### src/rtl/core/assert_macros.svh
// Assertion macros shared by the RTL of the lock block.
`ifndef ASSERT_MACROS_SVH
`define ASSERT_MACROS_SVH

`ifndef NO_ASSERTIONS

// Clocked check, muted while reset is asserted.
`define ASSERT_CLK(lbl, prop, msg) \
  lbl: assert property (@(posedge clk_i) disable iff (!rst_ni) (prop)) else $error(msg);

// Clocked check that also holds during reset.
`define ASSERT_ALWAYS(lbl, prop, msg) \
  lbl: assert property (@(posedge clk_i) (prop)) else $error(msg);

`else

`define ASSERT_CLK(lbl, prop, msg)
`define ASSERT_ALWAYS(lbl, prop, msg)

`endif

`endif

### src/rtl/core/bkpl_pkg.sv
// Types and constants of the binary keypad password lock.
package bkpl_pkg;

  localparam int PASSWORD_DIGITS = 4;
  localparam int ENTRY_W         = 2 * PASSWORD_DIGITS;
  localparam int COUNT_W         = $clog2(ENTRY_W + 1);

  localparam int FUNC_W     = 2;
  localparam int STATUS_W   = 3;
  localparam int ATTEMPTS_W = 2;
  localparam int LOCKOUT_W  = 6;
  localparam int IDLE_W     = 4;
  localparam int DIGITS_W   = 4;
  localparam int CFG_IDX_W  = 2;
  localparam int CFG_DATA_W = 6;

  localparam logic [ATTEMPTS_W-1:0] ATTEMPTS_RST = ATTEMPTS_W'(3);
  localparam logic [LOCKOUT_W-1:0]  LOCKOUT_RST  = LOCKOUT_W'(60);
  localparam logic [IDLE_W-1:0]     IDLE_RST     = IDLE_W'(5);

  typedef enum logic [FUNC_W-1:0] {
    FUNC_KEY    = 2'd0,
    FUNC_TICK   = 2'd1,
    FUNC_LOGIN  = 2'd2,
    FUNC_CHANGE = 2'd3
  } func_e;

  typedef enum logic [1:0] {
    MODE_IDLE    = 2'd0,
    MODE_LOGIN   = 2'd1,
    MODE_CHANGE  = 2'd2,
    MODE_BLOCKED = 2'd3
  } mode_e;

  typedef enum logic [STATUS_W-1:0] {
    ST_PENDING  = 3'd0,
    ST_LOGIN_OK = 3'd1,
    ST_WRONG    = 3'd2,
    ST_BLOCKED  = 3'd3,
    ST_TIMEOUT  = 3'd4,
    ST_CHANGED  = 3'd5,
    ST_MISMATCH = 3'd6
  } status_e;

  typedef enum logic [CFG_IDX_W-1:0] {
    CFG_ATTEMPTS = 2'd0,
    CFG_LOCKOUT  = 2'd1,
    CFG_IDLE     = 2'd2
  } cfg_idx_e;

endpackage

### src/rtl/core/binary_keypad_password_lock_top.sv
// Binary keypad password lock: session control, password compare and result register.
//
// Usage
//   Request channel: in_valid_i / in_stall_o with func_i (key press, one-second
//   tick, begin login, begin change) and key_bit_i (digit of a key press).
//   Result channel: out_valid_o / out_stall_i with status_o, attempts_remaining_o,
//   digits_entered_o and lockout_remaining_o; exactly one result per request.
//   Config channel: cfg_valid_i / cfg_ready_o with cfg_index_i and cfg_data_i;
//   always ready; write only while no request is in flight.
// Timing
//   A request updates the lock state in the cycle it is accepted and its result
//   shows on the result register in the next cycle; one request per cycle while
//   out_stall_i stays low. The single result register sets that rate.
// Stall
//   While a result waits under out_stall_i, in_stall_o rises and the next request
//   waits; a result taken in the same cycle frees the register, so flow continues.
// Reset
//   rst_ni (async, active low) empties the result register, clears the stored
//   password and the entry, sets 3 attempts, idle count 5, no lockout, and loads
//   the registers with 3 attempts, 60 s lockout and 5 s idle timeout.
module binary_keypad_password_lock_top (
  input  logic                            clk_i,
  input  logic                            rst_ni,
  // request channel
  input  logic                            in_valid_i,
  output logic                            in_stall_o,
  input  logic [bkpl_pkg::FUNC_W-1:0]     func_i,
  input  logic                            key_bit_i,
  // result channel
  output logic                            out_valid_o,
  input  logic                            out_stall_i,
  output logic [bkpl_pkg::STATUS_W-1:0]   status_o,
  output logic [bkpl_pkg::ATTEMPTS_W-1:0] attempts_remaining_o,
  output logic [bkpl_pkg::DIGITS_W-1:0]   digits_entered_o,
  output logic [bkpl_pkg::LOCKOUT_W-1:0]  lockout_remaining_o,
  // configuration write channel
  input  logic                            cfg_valid_i,
  output logic                            cfg_ready_o,
  input  logic [bkpl_pkg::CFG_IDX_W-1:0]  cfg_index_i,
  input  logic [bkpl_pkg::CFG_DATA_W-1:0] cfg_data_i
);
  import bkpl_pkg::*;

  `include "assert_macros.svh"

  // configuration registers
  logic [ATTEMPTS_W-1:0] attempts_allowed_q;
  logic [LOCKOUT_W-1:0]  lockout_seconds_q;
  logic [IDLE_W-1:0]     idle_timeout_q;

  // lock state
  logic [PASSWORD_DIGITS-1:0] stored_pw_q, stored_pw_d;
  logic [ENTRY_W-1:0]         entry_q, entry_d;
  logic [COUNT_W-1:0]         count_q, count_d;
  logic [ATTEMPTS_W-1:0]      attempts_q, attempts_d;
  logic [IDLE_W-1:0]          idle_q, idle_d;
  logic [LOCKOUT_W-1:0]       lockout_q, lockout_d;
  mode_e                      mode_q, mode_d;

  // result register
  logic                  out_valid_q;
  status_e               res_status_q, res_status_d;
  logic [COUNT_W-1:0]    res_shown_q, res_shown_d;
  logic [ATTEMPTS_W-1:0] res_attempts_q;
  logic [LOCKOUT_W-1:0]  res_lockout_q;

  // request path helpers
  logic                  in_accept;
  func_e                 func;
  logic [ENTRY_W-1:0]    entry_shift;
  logic [COUNT_W-1:0]    count_inc;
  logic [COUNT_W-1:0]    need;
  logic [IDLE_W-1:0]     idle_reload;
  logic [LOCKOUT_W-1:0]  lockout_reload;
  logic [LOCKOUT_W-1:0]  lockout_dec;

  // Take a new request whenever the result register is empty or drains now.
  assign in_stall_o  = out_valid_q & out_stall_i;
  assign in_accept   = in_valid_i & ~in_stall_o;
  assign cfg_ready_o = 1'b1;

  assign func           = func_e'(func_i);
  assign entry_shift    = {entry_q[ENTRY_W-2:0], key_bit_i};
  assign count_inc      = count_q + COUNT_W'(1);
  assign need           = (mode_q == MODE_LOGIN) ? COUNT_W'(PASSWORD_DIGITS)
                                                 : COUNT_W'(ENTRY_W);
  // A zero timeout register counts as one second.
  assign idle_reload    = (idle_timeout_q == '0) ? IDLE_W'(1) : idle_timeout_q;
  assign lockout_reload = (lockout_seconds_q == '0) ? LOCKOUT_W'(1) : lockout_seconds_q;
  assign lockout_dec    = (lockout_q != '0) ? lockout_q - LOCKOUT_W'(1) : lockout_q;

  // Next lock state and result of the request at the port.
  always_comb begin
    stored_pw_d  = stored_pw_q;
    entry_d      = entry_q;
    count_d      = count_q;
    attempts_d   = attempts_q;
    idle_d       = idle_q;
    lockout_d    = lockout_q;
    mode_d       = mode_q;
    res_status_d = ST_PENDING;
    res_shown_d  = '0;

    if (mode_q == MODE_BLOCKED) begin
      // Ignore everything but ticks; release the lock when the count runs out.
      res_status_d = ST_BLOCKED;
      if (func == FUNC_TICK) begin
        lockout_d = lockout_dec;
        if (lockout_dec == '0) begin
          mode_d       = MODE_IDLE;
          attempts_d   = attempts_allowed_q;
          res_status_d = ST_PENDING;
        end
      end
    end else if (func == FUNC_LOGIN || func == FUNC_CHANGE) begin
      mode_d = (func == FUNC_LOGIN) ? MODE_LOGIN : MODE_CHANGE;
      if (func == FUNC_LOGIN) begin
        attempts_d = attempts_allowed_q;
      end
      entry_d = '0;
      count_d = '0;
      idle_d  = idle_reload;
    end else if (mode_q == MODE_IDLE) begin
      // no session open: nothing to do
    end else if (func == FUNC_TICK) begin
      if (idle_q <= IDLE_W'(1)) begin
        idle_d       = '0;
        mode_d       = MODE_IDLE;
        entry_d      = '0;
        count_d      = '0;
        res_status_d = ST_TIMEOUT;
      end else begin
        idle_d = idle_q - IDLE_W'(1);
      end
    end else begin
      // Key press inside a session.
      entry_d     = entry_shift;
      count_d     = count_inc;
      idle_d      = idle_reload;
      res_shown_d = count_inc;
      if (count_inc >= need) begin
        if (mode_q == MODE_LOGIN) begin
          if (entry_shift[PASSWORD_DIGITS-1:0] == stored_pw_q) begin
            res_status_d = ST_LOGIN_OK;
            mode_d       = MODE_IDLE;
          end else if (attempts_q <= ATTEMPTS_W'(1)) begin
            attempts_d   = '0;
            lockout_d    = lockout_reload;
            mode_d       = MODE_BLOCKED;
            res_status_d = ST_BLOCKED;
          end else begin
            attempts_d   = attempts_q - ATTEMPTS_W'(1);
            res_status_d = ST_WRONG;
          end
        end else begin
          if (entry_shift[ENTRY_W-1:PASSWORD_DIGITS] == entry_shift[PASSWORD_DIGITS-1:0]) begin
            stored_pw_d  = entry_shift[PASSWORD_DIGITS-1:0];
            res_status_d = ST_CHANGED;
          end else begin
            res_status_d = ST_MISMATCH;
          end
          mode_d = MODE_IDLE;
        end
        entry_d = '0;
        count_d = '0;
      end
    end
  end

  // Configuration registers: indexes past the list are dropped.
  always_ff @(posedge clk_i or negedge rst_ni) begin
    if (!rst_ni) begin
      attempts_allowed_q <= ATTEMPTS_RST;
      lockout_seconds_q  <= LOCKOUT_RST;
      idle_timeout_q     <= IDLE_RST;
    end else if (cfg_valid_i && cfg_ready_o) begin
      unique case (cfg_index_i)
        CFG_ATTEMPTS: attempts_allowed_q <= cfg_data_i[ATTEMPTS_W-1:0];
        CFG_LOCKOUT:  lockout_seconds_q  <= cfg_data_i[LOCKOUT_W-1:0];
        CFG_IDLE:     idle_timeout_q     <= cfg_data_i[IDLE_W-1:0];
        default: ;
      endcase
    end
  end

  // Lock state: advance on each accepted request.
  always_ff @(posedge clk_i or negedge rst_ni) begin
    if (!rst_ni) begin
      stored_pw_q <= '0;
      entry_q     <= '0;
      count_q     <= '0;
      attempts_q  <= ATTEMPTS_RST;
      idle_q      <= IDLE_RST;
      lockout_q   <= '0;
      mode_q      <= MODE_IDLE;
    end else if (in_accept) begin
      stored_pw_q <= stored_pw_d;
      entry_q     <= entry_d;
      count_q     <= count_d;
      attempts_q  <= attempts_d;
      idle_q      <= idle_d;
      lockout_q   <= lockout_d;
      mode_q      <= mode_d;
    end
  end

  // Result register valid: set on accept, drop once taken.
  always_ff @(posedge clk_i or negedge rst_ni) begin
    if (!rst_ni) begin
      out_valid_q <= 1'b0;
    end else if (in_accept) begin
      out_valid_q <= 1'b1;
    end else if (!out_stall_i) begin
      out_valid_q <= 1'b0;
    end
  end

  // Result payload: hold while stalled.
  always_ff @(posedge clk_i) begin
    if (in_accept) begin
      res_status_q   <= res_status_d;
      res_shown_q    <= res_shown_d;
      res_attempts_q <= attempts_d;
      res_lockout_q  <= lockout_d;
    end
  end

  assign out_valid_o          = out_valid_q;
  assign status_o             = res_status_q;
  assign attempts_remaining_o = res_attempts_q;
  assign digits_entered_o     = DIGITS_W'(res_shown_q);
  assign lockout_remaining_o  = res_lockout_q;

  `ASSERT_CLK(a_accept_gives_result, (in_valid_i && !in_stall_o) |=> out_valid_o, "accepted request left no result")
  `ASSERT_CLK(a_lockout_iff_blocked, (mode_q == MODE_BLOCKED) == (lockout_q != '0), "lockout count out of step with blocked mode")
  `ASSERT_ALWAYS(a_blocked_no_attempts, (mode_q == MODE_BLOCKED) |-> (attempts_q == '0), "attempts left while blocked")
  `ASSERT_ALWAYS(a_no_entry_outside_session, (mode_q == MODE_IDLE || mode_q == MODE_BLOCKED) |-> (count_q == '0), "entry open outside a session")
  `ASSERT_ALWAYS(a_login_count_bound, (mode_q == MODE_LOGIN) |-> (count_q < COUNT_W'(PASSWORD_DIGITS)), "login entry overran its length")

endmodule

### config.mk
export PLATFORM = sky130hd
export DESIGN_NAME = binary_keypad_password_lock_top
export DESIGN_NICKNAME = d
export VERILOG_FILES = /design/src/rtl/core/bkpl_pkg.sv /design/src/rtl/core/binary_keypad_password_lock_top.sv
export VERILOG_INCLUDE_DIRS = /design/src /design/src/rtl/core
export SDC_FILE = /design/constraint.sdc
export NUM_CORES = 1
export LEC_CHECK = 0
export BUFFER_PORTS_ARGS = -buffer_cell sky130_fd_sc_hd__clkbuf_2
export CAP_MARGIN = 40
export CORE_MARGIN = 5
export CORE_UTILIZATION = 30
export CTS_CLUSTER_DIAMETER = 100
export DETAILED_ROUTE_END_ITERATION = 12
export GPL_TIMING_DRIVEN = 0
export PLACE_DENSITY_LB_ADDON = 0.08
export SKIP_LAST_GASP = 1
export SLEW_MARGIN = 20
export SYNTH_ARGS = -nofsm -noshare
export SYNTH_HDL_FRONTEND = slang
export SYNTH_SLANG_ARGS = --single-unit
### constraint.sdc
create_clock -name clk_i -period 6.56 [get_ports clk_i]
set_input_delay 0.656 -clock clk_i [delete_from_list [all_inputs] [get_ports clk_i]]
set_output_delay 0.656 -clock clk_i [all_outputs]
set_load 0.03 [all_outputs]
# [Yosys cells after proc, flatten, opt, wreduce, memory -nomap -nowiden]
# Index checks and enable logic that the tools add are counted.
[totals] ff_bits=57 inputBits=16 output_inout_bits=18 wordCells=127
[classes] addsub=4 order_cmp=3 eq_ne=17 mux=64 bitwise_logic=8 n_reduce_logical=16
[ops] op="$mux 6" n=11
[ops] op="$mux 2" n=27
[ops] op="$mux 4" n=11
[ops] op="$mux 7" n=5
[ops] op="$mux 3" n=7
[ops] op="$logic_not 6->1" n=2
[ops] op="$eq 2x2->1 const B" n=4
[ops] op="$eq 4x4->1" n=2
[ops] op="$reduce_and 8->1" n=1
[ops] op="$reduce_and 7->1" n=1
[ops] op="$eq 2x1->1 const B" n=3
[ops] op="$ne 2x1->1 const B" n=3
[ops] op="$not 1->1" n=6
[ops] op="$reduce_and 2->1" n=3
[ops] op="$reduce_bool 6->1" n=1
[ops] op="$sub 6x1->6 const B" n=1
[ops] op="$ne 5x3->1 const B" n=1
[ops] op="$add 4x1->4 const B" n=1
[ops] op="$ge 4x4->1" n=1
[ops] op="$le 4x1->1 const B" n=1
[ops] op="$logic_not 2->1" n=2
[ops] op="$logic_not 4->1" n=1
[ops] op="$ne 4x2->1 const B" n=1
[ops] op="$reduce_and 4->1" n=1
[ops] op="other kinds (12)" n=15

# [Depth between registers and ports, before layout]
# Gate-level depths: netlist (run 1).
[depth] word_depth=10 mapped_depth=11 depth_no_buf=10

# [Least setup slack after synthesis (run 1)]
# Ideal clock, no wire load.
[synth_timing] path_type="register to register" from="register count_q[0]" to="register res_lockout_q[5] (netlist: lockout_remaining_o[5]), data pin" arrival_ns=2.017 required_time_ns=6.298 path_slack_ns=4.281 stages_incl_launch_ff=11 n_path_buf=1 period_less_slack_ns=2.279 cell_sequence="dfrtp_1 nand3_1 xor2_1 inv_1 ha_1 nor3b_1 a211oi_2 and3b_1 buf_6 a22oi_1 nand2_1"
[synth_between] elab_chain_len=7
[synth_lines] item="from (decl)" line="binary_keypad_password_lock_top.sv:54" text="logic [COUNT_W-1:0] count_q, count_d;"
[synth_lines] item="from (signal assigned)" line="binary_keypad_password_lock_top.sv:199" text="count_q <= count_d;"
[synth_lines] item="$add 4x1->4" line="binary_keypad_password_lock_top.sv:84" text="assign count_inc = count_q + COUNT_W'(1);"
[synth_lines] item="via count_inc[3]" line="binary_keypad_password_lock_top.sv:71" text="logic [COUNT_W-1:0] count_inc;"
[synth_lines] item="$ge 4x4->1" line="binary_keypad_password_lock_top.sv:141" text="if (count_inc >= need) begin"
[synth_lines] item="$mux 6" line="binary_keypad_password_lock_top.sv:141"
[synth_lines] item="$mux 6" line="binary_keypad_password_lock_top.sv:125" text="end else if (func == FUNC_TICK) begin"
[synth_lines] item="$mux 6" line="binary_keypad_password_lock_top.sv:123" text="end else if (mode_q == MODE_IDLE) begin"
[synth_lines] item="$mux 6" line="binary_keypad_password_lock_top.sv:115" text="end else if (func == FUNC_LOGIN || func == FUNC_CHANGE) begin"
[synth_lines] item="$mux 6" line="binary_keypad_password_lock_top.sv:104" text="if (mode_q == MODE_BLOCKED) begin"
[synth_lines] item="via lockout_d[5]" line="binary_keypad_password_lock_top.sv:57" text="logic [LOCKOUT_W-1:0] lockout_q, lockout_d;"
[synth_lines] item="to (signal assigned)" line="binary_keypad_password_lock_top.sv:224" text="res_lockout_q <= lockout_d;"
[synth_lines] item="to (decl)" line="binary_keypad_password_lock_top.sv:65" text="logic [LOCKOUT_W-1:0] res_lockout_q;"
# The timed path passes the listed nets, and every way through them passes these cells.
# A chain may end at the register's enable or synchronous reset.

# [Worst setup path after layout (run 1)]
# Ends and elaborated chain as after synthesis.

==> results of run 1 <==
## sequential cells by signal (all words and copies together), names as in the netlist, 4 cells and up
| signal | cells |
|---|---|
| lockout_seconds_q | 6 |
| idle_timeout_q | 4 |
| digits_entered_o | 4 |
| count_q | 4 |
| stored_pw_q | 4 |
| lockout_remaining_o | 6 |
| lockout_q | 6 |
| idle_q | 4 |
| entry_q | 7 |
## metrics by stage
step | hold slack, ns | cells | setup slack (ns) | total power [mW]
4_1_cts | 0.375 | 480 | 3.92 | 1.41
3_5_place_dp | 0.500 | 464 | 3.96 | 1.07
3_3_place_gp | 0.495 | 463 | 3.89 | 1.07
5_1_grt | 0.391 | 480 | 3.61 | 1.50
6_report | 0.339 | 480 | 3.94 | 1.39
2_1_floorplan | 0.360 | 296 | 4.28 | 0.936
## cells in the final DEF (no fill, tap or decap), types with 11 or more instances in the layout
master and n:
edfxtp_1 15, dfrtp_1 30, clkbuf_8 11, o21ai_0 15, clkbuf_2 30, nor2_1 23
nand2_1 23, a21oi_1 18, mux2_2 19, dfstp_2 12
## power breakdown
| part | internal [mW] | total [mW] | switching (mW) |
|---|---|---|---|
| combinational | 0.211 | 0.515 | 0.304 |
| clock | 0.180 | 0.324 | 0.144 |
| sequential | 0.471 | 0.549 | 0.0784 |
## logic make-up (layout without fill, tap and decap cells)
kind of cell | after synthesis | in the layout
adder cells (fa/ha/maj) | 7 | 7
other | 1 | 1
AO/OA/AOI/OAI | 81 | 81
XOR/XNOR | 11 | 11
flip-flops | 57 | 57
multiplexers | 22 | 22
buffers and inverters | 22 | 70
AND/OR/NAND/NOR | 95 | 95
## critical path: stages, from the launching register on
cell	delay (ns)
dfrtp_1	0.44
nand3_1	0.13
xor2_1	0.20
inv_1	0.09
ha_1	0.21
nor3b_1	0.38
a211oi_2	0.19
and3b_1	0.23
buf_6	0.14
a22oi_1	0.28
nand2_1	0.08
## synthesized netlist by cell type, types with 3 or more instances
master,instances,area share (%)
buf_6,3,1.1
dfrtp_1,30,24
a22oi_1,3,0.72
buf_2,6,0.96
o21ai_1,8,1.3
mux2_2,19,6.8
nand3b_1,4,0.96
or2_2,5,1.0
edfxtp_1,15,14
a22o_1,7,2.0
xor2_1,9,2.5
nand2b_1,5,1.0
mux2i_1,3,0.96
a21o_1,3,0.72
nand2_1,23,2.8
nand3_1,5,0.80
and2_1,3,0.60
inv_1,10,1.2
ha_1,7,2.8
nor2_1,23,2.8
a21oi_1,18,2.9
nand4_1,3,0.60
a31oi_1,3,0.60
o21ai_0,15,2.4
dfstp_2,12,10
nor3_1,7,1.1
o211ai_1,3,0.72
## area by class of cell
class,instances,area (um^2)
Clock inverter,2,10.0
Inverter,10,37.5
Clock buffer,14,184
Multi-Input combinational cell,217,1500
Timing Repair Buffer,32,185
Buffer,12,83.8
Tap cell,136,170
Sequential cell,57,1520
Fill cell,1072,6590
## worst paths after layout
kind                                      start                     end  slack, ns  cells past startpoint
setup / recovery                     count_q[0]  lockout_remaining_o[5]       3.94                     10
hold / removal                           rst_ni             out_valid_o       0.34                      1
setup reg to reg                     count_q[0]  lockout_remaining_o[5]       3.94                     10
hold reg to reg            lockout_seconds_q[0]    lockout_seconds_q[0]       0.51                      1
max in group asynchronous                rst_ni               idle_q[1]       5.79                      1
min in group clk_i         lockout_seconds_q[0]    lockout_seconds_q[0]       0.51                      1
## layer usage
layer	global-route usage (%)	up-vias	routed length [um]
li1	-	1162	-
met3	3.13	12	279
met1	17.5	1084	3730
met2	18.2	38	3060
met5	0	-	0
met4	4.89	0	138
==> flow_metrics.tcl, run 1 <==
set metrics [dict create \
    syn-cell-area_um2 3140 \
    post-route-period-util_pct 40.0 \
    grt_pass1_vias 2445 \
    synthFlopType "dfrtp_1" \
    maxSlewViolCount 0 \
    cts_tree "built" \
    wl_per_cell_um 15.0 \
    ys_ff_latch 57 \
    ctsHoldBuffers 0 \
    syn2layout_area_growth_pct 17.5 \
    power_density_nw_per_um2 377 \
    portBuffers 31 \
    cts_resized 0 \
    synth_edf_count 15 \
    min_period_ns 2.62 \
    grt_usage_pct 12.4 \
    antenna_found_initial 0 \
    cap_violations 0 \
    async_flop_share_pct 73.7 \
    start_kind "flip-flop" \
    grt_overflow_total 0 \
    rows 37 \
    hp-class "in -> async" \
    drcViolationCount 0 \
    status "complete, no violations" \
    worstPathArrival_ns 2.70 \
    synth_mux_area_share_pct 7.78 \
    synth_compound_area_share_pct 17.6 \
    antennaDiodeCount 0 \
    hold_viol_final 0 \
    viasPerCell 4.78 \
    avgSynthCellArea_um2 10.6 \
    root_buffer "clkbuf_8" \
    drtIter0Drc 72 \
    fmax_mhz 381 \
    dp_hpwl_mm 5.20 \
    fin_tns_setup_ns 0 \
    dr.pass1.iters 4 \
    required_ns 6.64 \
    final_core_util_pct 35.9 \
    synth_simple_gate_area_share_pct 16.5 \
    path_max_fanout 6 \
    die_area_um2 12600 \
    placed_area_um2 3490 \
    cts_setup_buffers 0 \
    tightest_slew_ns 0.715 \
    grt_pass1_wl_mm 12.6 \
    stdcell_area_um2 3690 \
    drive_above_1_share_pct 30.8 \
    gp_congestion 0.733 \
    io_pins 34 \
    setup_viol 0 \
    cts.clk_slew.worst_paths_ns 0.07 \
    yosysUniqueCellTypes 62 \
    synthAdderAreaFrac_pct 2.79 \
    ant_nets 0 \
    die_w_um 112 \
    core-area_um2 10300 \
    via_count 2296 \
    start_util_pct 30.5 \
    maxSlewHeadroom_pct 51.9 \
    path_class "reg -> reg" \
    clockBufferDepth 2 \
    end_kind "flip-flop" \
    synth_top_family_by_area "compound AO/OA/AOI/OAI gates" \
    clk_latency_ns 0.34 \
    die_h_um 112 \
    finClkSkew_ns 0.00676 \
    cts_max_level 3 \
    ys_seq_area_share_pct 48.3 \
    rsz0062_at_grt "no" \
    yosys.area_share.xor_xnor_pct 3.07 \
    cellLeakagePower_nw 1.61 \
    synth_warnings 0 \
    numClockSinks 57 \
    num-nets-final 362 \
    grt_max_degree 43 \
    syn_inst 296 \
    synth_nets 319 \
    wl_mm 7.21 \
    cts_inserted_buffers 9 \
    irDropWorstVdd_mv 0.106 \
]
Power figures use the tool's default switching activity.
==> inputs of run 2 (changes only) <==
==> constraint.sdc (replaced) <==
create_clock -name clk_i -period 2.4 [get_ports clk_i]
set_input_delay 0.24 -clock clk_i [delete_from_list [all_inputs] [get_ports clk_i]]
set_output_delay 0.24 -clock clk_i [all_outputs]
set_load 0.03 [all_outputs]
==> run 2 against run 1 <==
  * Routed wire length increased by 0.57%
  * Non-clock buffer count is 6 higher
  * Clock power grew to 2.7 times the previous value
  * Final cell count increased by 1.3%
  * Sequential share of layout area shrank 0.93 points
  * Power rose to 2.8 times the previous value
  * Maximum frequency grew 14%
  * Largest cell class is now multi-input combinational cells
  * Largest power group unchanged
==> flow_metrics.tcl, run 2 (synthesized netlist as in run 1, its figures left out) <==
set metrics [dict create \
    final_core_util_pct 36.7 \
    power_density_nw_per_um2 1030 \
    cts.clk_slew.worst_paths_ns 0.07 \
    combinationalPowerShare_pct 38.4 \
    finClkSkew_ns 0.00734 \
    io_pins 34 \
    maxSlewViolCount 0 \
    power_frac_clock_pct 22.9 \
    required_ns 2.48 \
    status "complete, no violations" \
    power_mw 3.87 \
    wl_mm 7.25 \
    drtIter0Drc 81 \
    setup_viol 0 \
    timing.hold.ws_ns 0.139 \
    cts_tree "built" \
    via_count 2352 \
    grt_overflow_total 0 \
    clk_latency_ns 0.34 \
    seq_power_share_pct 38.8 \
    numClockSinks 57 \
    dp_slack_ns -0.202 \
    die_area_um2 12600 \
    cts_max_level 3 \
    tightest_slew_ns 0.695 \
    path_max_fanout 6 \
    wl_per_cell_um 14.9 \
    portBuffers 31 \
    maxSlewHeadroom_pct 53.2 \
    antenna_found_initial 0 \
    worst_slack_ns 0.0931 \
    dp_cells 464 \
    grt_max_degree 43 \
    drive_above_1_share_pct 34.0 \
    grt_pass1_wl_mm 12.6 \
    antennaDiodeCount 0 \
    rows 37 \
    grt_usage_pct 12.4 \
    syn2layout_area_growth_pct 20.3 \
    grt_pass1_vias 2457 \
    stdcell_area_um2 3770 \
    dp_hpwl_mm 5.20 \
    cellLeakagePower_nw 1.64 \
    start_kind "flip-flop" \
    drcViolationCount 0 \
    core-area_um2 10300 \
    gp_congestion 0.733 \
    viasPerCell 4.84 \
    switching_share_pct 37.9 \
    path_class "reg -> reg" \
    worstPathArrival_ns 2.39 \
    p_sw_mw 1.47 \
    ff2ff_path_depth 10 \
    p_int_mw 2.40 \
    root_buffer "clkbuf_8" \
    hold_viol_final 0 \
    final_cell_mix "clkbuf_2, dfrtp_1, nand2_1, nor2_1, mux2_2" \
    layout_commonest_cell "clkbuf_2" \
    final.fill_count 1066 \
    fin_tns_setup_ns 0 \
    cap_violations 0 \
    hp-class "in -> reg" \
    whs_path_depth 2 \
    placed_area_um2 3490 \
    post-route-period-util_pct 96.1 \
    clockBufferDepth 2 \
    top_register "entry_q" \
    die_w_um 112 \
    irDropWorstVdd_mv 0.300 \
    fmax_mhz 433 \
    dr.pass1.iters 4 \
    cts_inserted_buffers 9 \
    min_period_ns 2.31 \
    largest_reg_flops 7 \
    rsz0062_at_grt "yes" \
    ant_nets 0 \
    start_util_pct 30.5 \
    die_h_um 112 \
    num-nets-final 368 \
    instances_no_fill 486 \
    end_kind "flip-flop" \
]
==> run 2: layer usage <==
layer	share of wire [%]	global-route usage, %	wire length (um)	vias up
li1	-	-	-	1177
met1	51	17.5	3710	1113
met2	43	18.4	3110	49
met3	4.2	3.07	301	13
met4	1.8	4.89	133	0
met5	0	0	0	-
==> run 2: what timing repair did <==
item	in CTS	in global routing
buffers inserted	2	3
endpoints found under the hold margin	30	0
endpoints found under the setup margin	26	27
hold buffers	1	0
pin swaps	1	3
gates cloned	0	0
resized for setup	2	9
==> run 2: worst paths after layout <==
path	from	end	slack [ns]
setup / recovery	count_q[1]	lockout_remaining_o[5]	0.09
hold / removal	cfg_data_i[4]	lockout_seconds_q[4]	0.14
setup reg to reg	count_q[1]	lockout_remaining_o[5]	0.09
hold reg to reg	lockout_seconds_q[0]	lockout_seconds_q[0]	0.51
max in group asynchronous	rst_ni	mode_q[1]	1.50
min in group asynchronous	rst_ni	out_valid_o	0.47
==> run 2: final cells by class <==
type / count / area [um^2] / share of cell area [%]
plain buffers: 12 / 83.8 / 2.22
inverters: 10 / 37.5 / 0.994
clock buffers: 14 / 184 / 4.87
repair buffers: 38 / 233 / 6.17
flip-flops and latches: 57 / 1520 / 40.2
multi-input cells: 217 / 1540 / 40.8
well taps: 136 / 170 / 4.51
clock inverters: 2 / 10.0 / 0.265
==> run 2: power groups by stage <==
stage | registers, mW | logic, mW | clock network, mW
after floorplan | 1.55 | 1.01 | 0
after global placement | 1.52 | 1.41 | 0
after detailed placement | 1.52 | 1.42 | 0
after CTS | 1.50 | 1.45 | 0.914
after global routing | 1.55 | 1.67 | 0.956
final | 1.50 | 1.49 | 0.885
==> run 2: critical path, cell delays in order, from the launching register on <==
cell and delay (ns):
dfrtp_1 0.40, nand3_1 0.13, xor2_2 0.17, inv_1 0.08, ha_1 0.25, nor3b_4 0.25
a211oi_2 0.14, and3b_1 0.20, buf_6 0.14, a22oi_2 0.23, nand2_1 0.07
==> inputs of run 3 (changes only) <==
--- a/config.mk
+++ b/config.mk
@@ -13,6 +13,7 @@
 export CTS_CLUSTER_DIAMETER = 100
 export DETAILED_ROUTE_END_ITERATION = 12
 export GPL_TIMING_DRIVEN = 0
+export MAX_ROUTING_LAYER = met4
 export PLACE_DENSITY_LB_ADDON = 0.08
 export SKIP_LAST_GASP = 1
 export SLEW_MARGIN = 20
==> run 3 against run 2 <==
  * Sequential power about the same
  * Maximum frequency hardly changed
  * Critical path depth did not move
  * Utilization unchanged
  * Clock-buffer cell count stayed put
  * Setup slack barely moved
  * Die area unchanged
  * Final cell count unchanged
  * Critical endpoint unchanged
==> flow_metrics.tcl, run 3 (synthesized netlist as in run 1, its figures left out) <==
set metrics [dict create \
    viasPerCell 4.84 \
    cts_max_level 3 \
    dp_hpwl_mm 5.20 \
    dp_slack_ns -0.202 \
    die_area_um2 12600 \
    final_cell_mix "clkbuf_2, dfrtp_1, nand2_1, nor2_1, mux2_2" \
    drcViolationCount 0 \
    tightest_slew_ns 0.695 \
    via_count 2352 \
    top_register "entry_q" \
    largest_reg_flops 7 \
    start_kind "flip-flop" \
    required_ns 2.48 \
    portBuffers 31 \
    worst_slack_ns 0.0935 \
    antenna_found_initial 0 \
    grt_max_degree 43 \
    placed_area_um2 3490 \
    worstPathArrival_ns 2.39 \
    clk_latency_ns 0.33 \
    stdcell_area_um2 3770 \
    grt_usage_pct 12.8 \
    cts.clk_slew.worst_paths_ns 0.07 \
    cellLeakagePower_nw 1.64 \
    syn2layout_area_growth_pct 20.3 \
    status "complete, no violations" \
    grt_pass1_wl_mm 12.6 \
    ant_nets 0 \
    fmax_mhz 434 \
    hold_viol_final 0 \
    maxSlewHeadroom_pct 53.2 \
    post-route-period-util_pct 96.1 \
    min_period_ns 2.31 \
    drtIter0Drc 93 \
    instances_no_fill 486 \
    numClockSinks 57 \
    hp-class "in -> reg" \
    power_density_nw_per_um2 1030 \
    setup_viol 0 \
    root_buffer "clkbuf_8" \
    wl_mm 7.25 \
    cts_inserted_buffers 9 \
    io_pins 34 \
    num-nets-final 368 \
    grt_pass1_vias 2457 \
    die_h_um 112 \
    path_class "reg -> reg" \
    start_util_pct 30.5 \
    fin_tns_setup_ns 0 \
    wl_per_cell_um 14.9 \
    cts_tree "built" \
    rsz0062_at_grt "yes" \
    grt_overflow_total 0 \
    dp_cells 464 \
    clockBufferDepth 2 \
    path_max_fanout 6 \
    layout_commonest_cell "clkbuf_2" \
    drive_above_1_share_pct 34.0 \
    maxSlewViolCount 0 \
    rows 37 \
    die_w_um 112 \
    end_kind "flip-flop" \
    gp_congestion 0.742 \
    finClkSkew_ns 0.00704 \
    irDropWorstVdd_mv 0.300 \
    antennaDiodeCount 0 \
    core-area_um2 10300 \
    dr.pass1.iters 4 \
    cap_violations 0 \
]
[run 3: cell counts in the layout (fill, tap and decap cells not counted)]
Identical to the previous run, type by type.
[run 3: path summary, 6_finish.rpt]
path	from	end	slack [ns]	depth (start not counted)
worst min register to register	lockout_seconds_q[0]	lockout_seconds_q[0]	0.51	1
worst max-delay path	count_q[1]	lockout_remaining_o[5]	0.09	10
min in group asynchronous	rst_ni	out_valid_o	0.47	2
worst min-delay path	cfg_data_i[4]	lockout_seconds_q[4]	0.14	2
max in group asynchronous	rst_ni	mode_q[1]	1.50	2
worst max register to register	count_q[1]	lockout_remaining_o[5]	0.09	10
[run 3: cell type report]
type	instances	area [um^2]
sequential	57	1520
multi-input combinational	217	1540
tap	136	170
inverter	10	37.5
fill	1066	6500
timing repair buffer	38	233
clock buffer	14	184
clock inverter	2	10.0
buffer	12	83.8
[run 3: metrics by stage]
step                      utilization (%)  hold slack, ns  power (mW)
after floorplan                         -         -0.0556        2.56
after global placement               33.7           0.474        2.92
after detailed placement             34.0           0.331        2.94
after CTS                            36.2           0.125        3.86
after global routing                 36.7           0.129        4.17
final                                36.7           0.141        3.87
[run 3: metal layers]
metal | share of wire (%) | vias to the layer above | GRT usage, %
met1 | 51 | 1114 | 17.5
met3 | 4.1 | 12 | 2.91
li1 | - | 1177 | -
met4 | 1.8 | 0 | 4.89
met5 | 0 | - | -
met2 | 43 | 49 | 18.3
[run 3: critical path, cell delays in order (launching register included)]
cell	delay, ns
dfrtp_1	0.40
nand3_1	0.13
xor2_2	0.17
inv_1	0.08
ha_1	0.25
nor3b_4	0.25
a211oi_2	0.14
and3b_1	0.20
buf_6	0.14
a22oi_2	0.23
nand2_1	0.07
[run 3: what timing repair did]
action,4_1_cts,5_1_grt
pin swaps,1,3
hold endpoints to repair,30,0
hold buffers,1,0
setup buffers,2,3
setup endpoints to repair,26,27
gates resized for setup,2,9
[run 3: report_power, final]
group / internal (mW) / switching [mW]
sequential: 1.29 / 0.212
combinational: 0.624 / 0.861
clock: 0.492 / 0.391
